<file path="src/rtl/cfwc_pkg.sv">
`timescale 1ns / 1ps
// ----------------------------------------------------------------------------
// cfwc_pkg: shared types and constants of the frame window cache
// Field widths, operation codes and the per-item result record.
// ----------------------------------------------------------------------------
package cfwc_pkg;

	localparam int POS_W    = 31;   // frame position
	localparam int HDL_W    = 32;   // handle as seen on the ports
	localparam int CNT_W    = 7;    // count, capacity and ring slot
	localparam int MODE_W   = 2;

	typedef enum logic [MODE_W-1:0] {
		MODE_PUT   = 2'd0,
		MODE_GET   = 2'd1,
		MODE_PURGE = 2'd2
	} mode_t;

	// Per-item result, minus the handle which comes from the ring read port.
	typedef struct packed {
		logic             hit;
		logic             get_hit;
		logic             inserted;
		logic [CNT_W-1:0] count;
		logic             nonempty;
		logic [POS_W-1:0] earliest;
		logic [POS_W-1:0] latest;
	} res_t;

endpackage

</file>
<file path="src/rtl/cfwc_ring.sv">
`timescale 1ns / 1ps
// ----------------------------------------------------------------------------
// cfwc_ring: handle storage
// Single-port ring memory, one write or one registered read per cycle.
// ----------------------------------------------------------------------------
module cfwc_ring #(
	parameter int DEPTH = 64,
	parameter int WIDTH = 32,
	localparam int AW = (DEPTH > 1) ? $clog2(DEPTH) : 1
) (
	input  logic                       clk,
	input  logic                       we,
	input  logic                       re,
	input  logic [AW-1:0]              addr,
	input  logic [cfwc_pkg::HDL_W-1:0] wdata,
	output logic [cfwc_pkg::HDL_W-1:0] rdata
);

	logic [WIDTH-1:0]                 mem [DEPTH];
	logic [WIDTH-1:0]                 rd_q;
	logic [WIDTH+cfwc_pkg::HDL_W-1:0] wr_ext;
	logic [WIDTH+cfwc_pkg::HDL_W-1:0] rd_ext;

	// Fit the port handle to the stored width and back again.
	assign wr_ext = {{WIDTH{1'b0}}, wdata};
	assign rd_ext = {{cfwc_pkg::HDL_W{1'b0}}, rd_q};
	assign rdata  = rd_ext[cfwc_pkg::HDL_W-1:0];

	always_ff @(posedge clk) begin
		if (we) begin
			mem[addr] <= wr_ext[WIDTH-1:0];
		end
		if (re) begin
			rd_q <= mem[addr];
		end
	end

endmodule

</file>
<file path="src/rtl/cfwc_ctrl.sv">
`timescale 1ns / 1ps
// ----------------------------------------------------------------------------
// cfwc_ctrl: window state and per-item decision
// Holds first position, start slot, count and capacity; decides each item.
// ----------------------------------------------------------------------------
module cfwc_ctrl #(
	parameter int RING_DEPTH = 64,
	localparam int AW = (RING_DEPTH > 1) ? $clog2(RING_DEPTH) : 1
) (
	input  logic                        clk,
	input  logic                        arst_n,
	input  logic                        cfg_we,
	input  logic [cfwc_pkg::CNT_W-1:0]  cfg_data,
	input  logic                        step,
	input  cfwc_pkg::mode_t             mode,
	input  logic [cfwc_pkg::POS_W-1:0]  position,
	output cfwc_pkg::res_t              res,
	output logic                        ring_we,
	output logic                        ring_re,
	output logic [AW-1:0]               ring_addr
);

	localparam int CW = cfwc_pkg::CNT_W;
	localparam int PW = cfwc_pkg::POS_W;
	localparam int CAP_RESET = (RING_DEPTH < 64) ? RING_DEPTH : 64;

	logic [CW-1:0] cap_q, held_q, start_q;
	logic [PW-1:0] first_q;
	logic [CW-1:0] held_d, start_d;
	logic [PW-1:0] first_d;
	logic [CW-1:0] cap_clamped;

	logic [PW:0]   off, app_pos;
	logic          in_win, is_next;
	logic [CW:0]   win_sum, app_sum, win_red, app_red, start_inc;
	logic [CW-1:0] slot;
	logic [AW+CW-1:0] slot_ext;
	logic [PW:0]   last_pos;

	// Clamp a written capacity to 1..RING_DEPTH.
	always_comb begin
		if (cfg_data == '0) begin
			cap_clamped = CW'(1);
		end else if (32'(cfg_data) > RING_DEPTH) begin
			cap_clamped = CW'(RING_DEPTH);
		end else begin
			cap_clamped = cfg_data;
		end
	end

	// Window lookup and sequence test.
	assign off     = {1'b0, position} - {1'b0, first_q};
	assign in_win  = (held_q != '0) && (position >= first_q)
		&& (off < {{(PW+1-CW){1'b0}}, held_q});
	assign app_pos = {1'b0, first_q} + {{(PW+1-CW){1'b0}}, held_q};
	assign is_next = (held_q != '0) && ({1'b0, position} == app_pos);

	// Slot arithmetic: both sums stay below twice the capacity.
	assign win_sum   = {1'b0, start_q} + {1'b0, off[CW-1:0]};
	assign app_sum   = {1'b0, start_q} + {1'b0, held_q};
	assign win_red   = (win_sum >= {1'b0, cap_q}) ? win_sum - {1'b0, cap_q} : win_sum;
	assign app_red   = (app_sum >= {1'b0, cap_q}) ? app_sum - {1'b0, cap_q} : app_sum;
	assign start_inc = {1'b0, start_q} + (CW+1)'(1);

	always_comb begin
		held_d        = held_q;
		start_d       = start_q;
		first_d       = first_q;
		slot          = start_q;
		ring_we       = 1'b0;
		ring_re       = 1'b0;
		res.hit       = 1'b0;
		res.get_hit   = 1'b0;
		res.inserted  = 1'b0;
		unique case (mode)
			cfwc_pkg::MODE_PUT: begin
				if (in_win) begin
					res.hit = 1'b1;
				end else if (is_next) begin
					res.inserted = 1'b1;
					ring_we      = step;
					if (held_q < cap_q) begin
						slot   = app_red[CW-1:0];
						held_d = held_q + CW'(1);
					end else begin
						// Ring full: overwrite the oldest and slide the window.
						slot    = start_q;
						start_d = (start_inc == {1'b0, cap_q}) ? '0 : start_inc[CW-1:0];
						first_d = first_q + PW'(1);
					end
				end else begin
					// Out of sequence: restart the window at this position.
					res.inserted = 1'b1;
					ring_we      = step;
					slot         = start_q;
					first_d      = position;
					held_d       = CW'(1);
				end
			end
			cfwc_pkg::MODE_GET: begin
				if (in_win) begin
					res.hit     = 1'b1;
					res.get_hit = 1'b1;
					ring_re     = step;
					slot        = win_red[CW-1:0];
				end
			end
			cfwc_pkg::MODE_PURGE: begin
				held_d = '0;
			end
			default: begin
			end
		endcase
		last_pos     = {1'b0, first_d} + {{(PW+1-CW){1'b0}}, held_d} - (PW+1)'(1);
		res.count    = held_d;
		res.nonempty = (held_d != '0);
		res.earliest = res.nonempty ? first_d : '0;
		res.latest   = res.nonempty ? last_pos[PW-1:0] : '0;
	end

	assign slot_ext  = {{AW{1'b0}}, slot};
	assign ring_addr = slot_ext[AW-1:0];

	always_ff @(posedge clk or negedge arst_n) begin
		if (!arst_n) begin
			cap_q   <= CW'(CAP_RESET);
			held_q  <= '0;
			start_q <= '0;
			first_q <= '0;
		end else if (cfg_we) begin
			cap_q   <= cap_clamped;
			held_q  <= '0;
			start_q <= '0;
		end else if (step) begin
			held_q  <= held_d;
			start_q <= start_d;
			first_q <= first_d;
		end
	end

	a_held_le_cap: assert property (@(posedge clk) disable iff (!arst_n)
		held_q <= cap_q) else $error("count above capacity");

	a_start_lt_cap: assert property (@(posedge clk) disable iff (!arst_n)
		start_q < cap_q) else $error("start slot outside ring");

	a_cap_range: assert property (@(posedge clk) disable iff (!arst_n)
		(cap_q != '0) && (32'(cap_q) <= RING_DEPTH)) else $error("capacity out of range");

	a_cfg_empties: assert property (@(posedge clk) disable iff (!arst_n)
		cfg_we |=> (held_q == '0) && (start_q == '0)) else $error("config did not empty cache");

endmodule

</file>
<file path="src/rtl/consecutive_frame_window_cache.sv">
`timescale 1ns / 1ps
// Path: an accepted item enters the input register, then the result register that
//   drives m_axis; it waits while that register holds a result m_axis has not taken.
// Throughput: one item per cycle while m_axis_tready stays high; the window state
//   updates as an item leaves the input register; the ring takes at most one access.
// Reset (arst_n low, asynchronous): cache empty, start slot and first position zero,
//   capacity min(64, RING_DEPTH); ring contents stay unknown until written.
// ----------------------------------------------------------------------------
// consecutive_frame_window_cache: ring cache of frame handles
// Keeps handles for a run of consecutive positions; put, get and purge items
// each give one result with the count and the window bounds.
// ----------------------------------------------------------------------------
module consecutive_frame_window_cache #(
	parameter int RING_DEPTH   = 64,
	parameter int HANDLE_WIDTH = 32
) (
	input  logic         clk,
	input  logic         arst_n,
	// capacity register write
	input  logic         cfg_valid,
	output logic         cfg_ready,
	input  logic [6:0]   cfg_data,      // capacity_in_use
	// items in
	input  logic         s_axis_tvalid,
	output logic         s_axis_tready,
	input  logic [63:0]  s_axis_tdata,  // position[30:0], frame_handle[62:31], zero[63]
	input  logic [1:0]   s_axis_tuser,  // mode[1:0]
	// results out
	output logic         m_axis_tvalid,
	input  logic         m_axis_tready,
	output logic [103:0] m_axis_tdata   // hit[0], found_handle[32:1], inserted[33],
	                                    // entry_count[40:34], nonempty[41],
	                                    // earliest_position[72:42], latest_position[103:73]
);

	localparam int AW = (RING_DEPTH > 1) ? $clog2(RING_DEPTH) : 1;
	localparam int PW = cfwc_pkg::POS_W;
	localparam int HW = cfwc_pkg::HDL_W;

	// Input register: one item waiting for its turn at the window logic.
	logic                  valid_s1;
	cfwc_pkg::mode_t       mode_s1;
	logic [PW-1:0]         pos_s1;
	logic [HW-1:0]         handle_s1;

	// Result register.
	logic                  valid_s2;
	cfwc_pkg::res_t        res_s2;

	logic                  adv_s1;
	logic                  cfg_we;
	cfwc_pkg::res_t        res;
	logic                  ring_we, ring_re;
	logic [AW-1:0]         ring_addr;
	logic [HW-1:0]         ring_rdata;
	logic [HW-1:0]         found;

	// Configuration is always taken; the user ensures the block is idle (not checked).
	assign cfg_ready = 1'b1;
	assign cfg_we    = cfg_valid;

	// Advance the input stage when the result register is free or being drained.
	assign adv_s1        = valid_s1 && (!valid_s2 || m_axis_tready);
	assign s_axis_tready = !valid_s1 || adv_s1;

	always_ff @(posedge clk or negedge arst_n) begin
		if (!arst_n) begin
			valid_s1 <= 1'b0;
		end else if (s_axis_tready) begin
			valid_s1 <= s_axis_tvalid;
		end
	end

	// Payload: load on accept, hold otherwise.
	always_ff @(posedge clk) begin
		if (s_axis_tvalid && s_axis_tready) begin
			mode_s1   <= cfwc_pkg::mode_t'(s_axis_tuser);
			pos_s1    <= s_axis_tdata[30:0];
			handle_s1 <= s_axis_tdata[62:31];
		end
	end

	cfwc_ctrl #(
		.RING_DEPTH (RING_DEPTH)
	) u_ctrl (
		.clk       (clk),
		.arst_n    (arst_n),
		.cfg_we    (cfg_we),
		.cfg_data  (cfg_data),
		.step      (adv_s1),
		.mode      (mode_s1),
		.position  (pos_s1),
		.res       (res),
		.ring_we   (ring_we),
		.ring_re   (ring_re),
		.ring_addr (ring_addr)
	);

	// Ring read data is registered alongside the result register.
	cfwc_ring #(
		.DEPTH (RING_DEPTH),
		.WIDTH (HANDLE_WIDTH)
	) u_ring (
		.clk   (clk),
		.we    (ring_we),
		.re    (ring_re),
		.addr  (ring_addr),
		.wdata (handle_s1),
		.rdata (ring_rdata)
	);

	always_ff @(posedge clk or negedge arst_n) begin
		if (!arst_n) begin
			valid_s2 <= 1'b0;
		end else if (!valid_s2 || m_axis_tready) begin
			valid_s2 <= adv_s1;
		end
	end

	always_ff @(posedge clk) begin
		if (adv_s1) begin
			res_s2 <= res;
		end
	end

	// Show the stored handle only for a get that hit; zero otherwise.
	assign found = res_s2.get_hit ? ring_rdata : '0;

	assign m_axis_tvalid = valid_s2;
	assign m_axis_tdata  = {res_s2.latest, res_s2.earliest, res_s2.nonempty,
		res_s2.count, res_s2.inserted, found, res_s2.hit};

	a_get_not_insert: assert property (@(posedge clk) disable iff (!arst_n)
		valid_s2 |-> !(res_s2.get_hit && res_s2.inserted))
		else $error("get and insert in one item");

	a_get_hit_is_hit: assert property (@(posedge clk) disable iff (!arst_n)
		(valid_s2 && res_s2.get_hit) |-> res_s2.hit)
		else $error("handle returned without hit");

	a_single_ring_access: assert property (@(posedge clk) disable iff (!arst_n)
		!(ring_we && ring_re)) else $error("ring read and write together");

endmodule
</file>
<file path="config.mk">
export PLATFORM = sky130hd
export DESIGN_NAME = consecutive_frame_window_cache
export DESIGN_NICKNAME = d
export VERILOG_FILES = /design/src/rtl/cfwc_pkg.sv /design/src/rtl/cfwc_ring.sv /design/src/rtl/cfwc_ctrl.sv /design/src/rtl/consecutive_frame_window_cache.sv
export SDC_FILE = /design/constraint.sdc
export NUM_CORES = 2
export LEC_CHECK = 0
export ABC_AREA = 0
export BUFFER_PORTS_ARGS = -buffer_cell sky130_fd_sc_hd__buf_2
export CORE_ASPECT_RATIO = 0.7
export CORE_MARGIN = 4
export CORE_UTILIZATION = 45
export DETAILED_ROUTE_END_ITERATION = 6
export PLACE_DENSITY_LB_ADDON = 0.12
export SYNTH_ARGS = -nofsm -noshare
export SYNTH_HDL_FRONTEND = slang
export SYNTH_HIERARCHICAL = 1
export SYNTH_SLANG_ARGS = --single-unit
</file>
<file path="constraint.sdc">
create_clock -name clk -period 12.3 [get_ports clk]
set_input_delay 1.23 -clock clk [delete_from_list [all_inputs] [get_ports clk]]
set_output_delay 1.23 -clock clk [all_outputs]
set_load 0.03 [all_outputs]
</file>
==> Word-level counts from Yosys, hierarchy flattened <==
Memories as Yosys holds them, arrays and structs flattened. A register that Yosys moved wholly into a read port is not among the register bits.
Index checks and enable logic that the tools add are counted.
{ "word_totals": {"output_inout_bits": 107, "input_bits": 78, "elab_cells": 96, "ramBits": 2048, "ff_bits": 192, "mem_count": 1} }
{ "classes": {"n_reduce_logical": 18, "mux": 37, "order_cmp": 6, "n_bitwise": 1, "add_sub_neg": 11, "eq_ne": 6} }
{ "mem_list": {"columns": ["memory", "depth", "word_bits", "read_ports", "rd_ports_with_merged_regs", "wr", "line", "source"], "rows": [
  ["u_ring.mem", 64, 32, 1, 1, 1, "cfwc_ring.sv:19", "logic [WIDTH-1:0] mem [DEPTH];"]
]} }
{ "op_table": {"columns": ["cell", "count"], "rows": [
  ["$mux W31", 4],
  ["$mux W7", 14],
  ["$mux W6", 6],
  ["$add A31 B7 Y32", 1],
  ["$eq A31 B32 Y1", 1],
  ["$lt A32 B7 Y1", 1],
  ["$mux W32", 1],
  ["$sub A31 B31 Y32", 1],
  ["$add A31 B1 Y31 const B", 1],
  ["$add A31 B7 Y31", 1],
  ["$ge A31 B31 Y1", 1],
  ["$sub A31 B1 Y31 const B", 1],
  ["$add A7 B7 Y8", 2],
  ["$ge A8 B7 Y1", 2],
  ["$pmux W7 S2", 1],
  ["$reduce_bool A7 Y1", 2],
  ["$pmux W6 S2", 1],
  ["$sub A6 B6 Y6", 2],
  ["$add A7 B1 Y8 const B", 1],
  ["$eq A8 B7 Y1", 1],
  ["$mux W1", 8],
  ["$add A7 B1 Y7 const B", 1],
  ["$gt A7 B7 Y1 const B", 1],
  ["$logic_not A7 Y1", 1],
  ["14 further kinds", 23]
]} }

==> Depth between registers and ports, before layout <==
{ "depth": {"depth_word": 9, "ltp_mapped": 39, "depth_no_buf": 37} }

==> Hierarchy <==
The synthesis kept the hierarchy.
{ "by_module_without_submodules": {"columns": ["module", "area_each_um2", "cells_each", "n_inst", "seq_area_each_um2"], "rows": [
  ["cfwc_ring", 79248.5, 4239, 1, 62459.9],
  ["cfwc_ctrl", 11338.4, 1547, 1, 1302.5],
  ["consecutive_frame_window_cache", 5052.3, 255, 1, 4194.0]
]} }

==> Least setup slack after synthesis <==
OpenSTA, ideal clock, no wires.
{ "synth_timing": {"kind": "flip-flop to flip-flop", "start": "register u_ctrl.first_q[0]", "end": "register res_s2, in the netlist m_axis_tdata[101] (data pin)", "period_less_slack_ns": 8.208, "required_ns": 12.038, "setup_ns": 0.262, "n_path_buf": 2, "path_slack_ns": 4.092, "stages_incl_launch_ff": 37, "arrival_time_ns": 7.946, "cell_sequence": "dfrtp_1 -> ha_1 -> fa_1 -> nand2b_1 -> a21oi_2 -> nor2_1 -> xnor2_1 -> ha_1 -> nand2_1 -> o2111a_1 -> nand4_1 -> a2111oi_0 -> nand4b_1 -> a2111oi_0 -> o2111ai_1 -> nor4b_4 -> nand3_2 -> buf_4 -> nand2_1 -> buf_4 -> nor2_1 -> o22ai_1 -> xor2_1 -> ha_1 -> a21o_1 -> a21o_1 -> a2111o_1 -> a2111oi_0 -> and3_1 -> o31ai_1 -> o2111ai_1 -> nand2_1 -> o41a_1 -> a211o_1 -> a21oi_1 -> xor2_1 -> a21oi_2"} }
{ "synth_via": {"elab_chain_cells": 8, "elab_cells_between_ends": 19, "classes_between": "add/sub: 5; order compare: 2; eq/ne: 1; mux: 7; reduce/logical: 4"} }
{ "synth_lines": {"columns": ["element", "line", "source"], "rows": [
  ["start, declared", "cfwc_ctrl.sv:28", "logic [PW-1:0] first_q;"],
  ["start signal, assigned", "cfwc_ctrl.sv:137", "first_q <= first_d;"],
  ["parallel branches: the longest is 8 deep, another holds $sub A31 B31 Y32", null, null],
  ["end signal, assigned", "consecutive_frame_window_cache.sv:122", "res_s2 <= res;"],
  ["end, declared", "consecutive_frame_window_cache.sv:48", "cfwc_pkg::res_t res_s2;"]
]} }
Several ways; the timed one is not identified.
A chain may end at the register's enable or synchronous reset.

==> Final worst setup path <==
Same ends and word-level chain as after synthesis.

==> impl_metrics.csv <==
group,metric,value,unit
grt,antenna_found_initial,24,
yosys,synth_ff_type,"edfxtp_1",
worst_setup_path,reg2reg_to,"m_axis_tdata[101]$_DFFE_PP_",
floorplan,die-area,220000,um^2
yosys,async_reset_ff_frac,0.0238,
worst_hold_path,hold_class,"in2async",
power,ir_drop,0.116,mV
power,power_switching,4.60,mW
yosys,yosysTopAreaCell,"edfxtp_1",
floorplan,core-area,211000,um^2
timing,hold_viol,0,
clock_network,cts-buffers-inserted,222,
timing,slew_violations,9,
floorplan,dieWidth,559,um
routing,wl_per_cell,31.9,um
yosys,synth_edf_count,2218,
cells_and_area,num-nets-final,6389,
worst_setup_path,cp-start-kind,"flip-flop",
worst_setup_path,r2r_setup_slack,1.84,ns
floorplan,initial_core_util,0.453,
outcome,violations,"max-capacitance violations, max-slew violations",
outcome,status,"complete, but fails checks",
placed_design,port_buffers,182,
grt,grt_pass1_vias,54200,
yosys,syn-mean-instance-area,15.8,um^2
timing,tightest_slew,1.52,ns
grt,grtUsageTotal,0.258,
routing,vias,57800,
yosys,syn-num-nets,6239,
routing,drc_errors,0,
grt,grt_pass1_wl,412000,um
timing,setup-tns-final,0,ns
cells_and_area,fin_util,0.505,
worst_setup_path,worstPathMaxFanout,53,
clock_network,cts-root-buf,"clkbuf_16",
floorplan,row_count,141,
cells_and_area,drive_above_1_share,0.181,
run,drv_cap,1,
yosys,synth_common_cells,"edfxtp_1 (2218), mux2i_1 (274), nor2_1 (270)",
yosys,yosysTopAreaCellShare,0.696,
timing,fin_crit_sh,0.850,
worst_setup_path,critical-path-max-stage-delay,0.62,ns
worst_setup_path,critPathKind,"reg2reg",
worst_setup_path,crit_path_end_kind,"flip-flop",
timing,slew_headroom,-0.0153,
timing,setup-violations-final,0,
yosys,ys_ff_latch,2272,
timing,whs,0.517,ns
yosys,ys_seq_area_frac,0.711,
power,p_int,13.0,mW
floorplan,die_y,394,um
worst_setup_path,reg2reg_depth,37,
yosys,synth_most_common_cell,"edfxtp_1",
routing,drt_iter0_markers,7927,
routing,wl,292000,um
timing,skew,0.0562,ns
power,p_comb_frac,0.134,
worst_setup_path,cp.arrival,11.02,ns
clock_network,cts_hold_buf,0,
clock_network,cts_sinks,2272,
clock_network,post_cts_buffers,0,
timing,fin_crit,10.46,ns
worst_setup_path,crit_required,12.86,ns
cells_and_area,fin_area,107000,um^2
power,clkPwrFrac,0.368,
clock_network,clk_path_buf_depth,4,
routing,viasPerCell,6.32,
yosys,syn-cell-area,95600,um^2
worst_setup_path,rr_startpoint,"u_ctrl/first_q[0]$_DFFE_PN0P_",
clock_network,cts-resized-gates,0,
power,p_leak,34.8,nW
power,power_density,165,nW/um^2
clock_network,clk_latency,0.88,ns
yosys,yosysWarnings,6,
timing,layout_setup_ws,1.84,ns
routing,antenna_left,0,
grt,grt_max_degree,114,
cells_and_area,syn_to_final_growth,11.6,%
worst_setup_path,slowest_stage,"nor4b_4",
placed_design,dpl.hpwl,183000,um
placed_design,place_area,100000,um^2
placed_design,place.gp.congestion,0.899,
clock_network,cts_tree,"done",
placed_design,place_ws,2.07,ns
power,pwr-share-seq,0.498,
cells_and_area,fill_cells,17600,
yosys,syn_inst,6041,
timing,fmax,0.0956,GHz
floorplan,ios,185,
routing,firstDrtPassIters,6,
clock_network,path_clk_slew,0.07,ns
power,switching_share,0.261,
yosys,yosys.cell_types.count,113,
clock_network,cts_max_level,4,
timing,rsz0062_at_grt,"no",
grt,grt-ovfl-total,0,
yosys,synth.area.top_cells,"edfxtp_1 (70%), mux2i_1 (2.9%), mux4_2 (2.3%)",
-- worst max-delay path, delay by kind of cell, from the launching register on --
kind | cells | cell delay [ns]
AOI/OAI and AO/OA | 16 | 4.56
DFF | 1 | 0.46
xor gates and xnor gates | 3 | 0.91
buffers and inverters | 3 | 0.94
adders and majority gates | 4 | 1.26
and+or+nand+nor | 11 | 2.01
-- power by group through the flow --
stage	clock network (mW)	logic, mW	registers [mW]
final	6.49	2.35	8.78
after floorplan	0	1.65	8.92
after global placement	0	2.27	8.94
after detailed placement	0	2.30	8.94
after CTS	6.61	2.31	8.78
after global routing	6.96	2.55	8.79
-- layout by cell type (no fill, tap or decap), types with 36 or more instances in the layout --
cell type and instances:
nor4_1 41, xnor2_1 64, buf_4 194, a31oi_1 69
edfxtp_1 2218, and3_1 98, o22a_1 73, buf_2 182
nor3_1 45, clkbuf_16 225, a21oi_2 62, inv_1 121
nand4_1 36, mux2_2 155, clkinv_1 42, nand3_1 89
ha_1 113, nor2_1 201, nand2_1 153, o21ai_0 172
a221oi_1 177, clkbuf_1 66, o22ai_1 124, nand2b_1 39
mux2i_1 274, mux4_2 96, nor2_4 67, a22oi_1 192
a21oi_1 231, a22o_1 68, xor2_1 49, dfrtp_1 53
-- cells by family (layout without fill, tap and decap cells) --
| kind of cell | Yosys count | count (layout) | synth area share |
|---|---|---|---|
| simple gates | 971 | 971 | 0.0540 |
| xor+xnor | 113 | 113 | 0.0103 |
| flops | 2272 | 2272 | 0.711 |
| buf+inv | 582 | 898 | 0.0293 |
| fa+ha+maj | 120 | 120 | 0.0162 |
| other cells | 1 | 3 | 0.0000392 |
| compound gates | 1456 | 1456 | 0.110 |
| mux | 526 | 526 | 0.0698 |
-- state kept, by name (all words and copies together), names as in the netlist --
name and count:
u_ctrl/cap_q 7, u_ring/rdata 32, u_ring/mem 2048, mode_s1 2
valid_s1 1, m_axis_tdata 72, u_ctrl/first_q 31, u_ctrl/start_q 7
m_axis_tvalid 1, pos_s1 31, res_s2 1, u_ctrl/held_q 7
handle_s1 32
-- layout make-up --
cell class / count / area [um^2] / share of cell area
multi-input cells: 3187 / 25500 / 0.239
clock inverters: 97 / 790 / 0.00740
inverters: 122 / 465 / 0.00436
flip-flops and latches: 2272 / 68000 / 0.637
diodes: 2 / 5.00 / 0.0000469
repair buffers: 386 / 2570 / 0.0241
clock buffers: 293 / 5910 / 0.0553
well taps: 2788 / 3490 / 0.0327
-- worst max-delay path by stage --
stage	startpoint	endpoint	slack, ns	depth (start not counted)
floorplan	u_ctrl/first_q[0]$_DFFE_PN0P_	m_axis_tdata[101]$_DFFE_PP_	4.09	36
global placement	u_ctrl/first_q[0]$_DFFE_PN0P_	m_axis_tdata[100]$_DFFE_PP_	2.14	36
detailed placement	u_ctrl/first_q[0]$_DFFE_PN0P_	m_axis_tdata[102]$_DFFE_PP_	2.07	36
CTS	u_ctrl/first_q[0]$_DFFE_PN0P_	m_axis_tdata[100]$_DFFE_PP_	2.00	36
global route	pos_s1[0]$_DFFE_PP_	m_axis_tdata[100]$_DFFE_PP_	1.10	37
finish	u_ctrl/first_q[0]$_DFFE_PN0P_	m_axis_tdata[101]$_DFFE_PP_	1.84	37
-- per-stage QoR --
step / power, mW / instances
after detailed placement: 11.2 / 8755
after global routing: 18.3 / 9145
after CTS: 17.7 / 9145
after floorplan: 10.6 / 6041
final: 17.6 / 9147
after global placement: 11.2 / 8755
-- routing by layer --
layer,track usage,vias up,wire length (um)
met2,0.339,2966,116000
met3,0.0781,273,36800
li1,-,24500,-
met1,0.419,30000,135000
met4,0.0429,4,4270
met5,0,-,23
No activity file was read; power rests on OpenSTA's default activity.
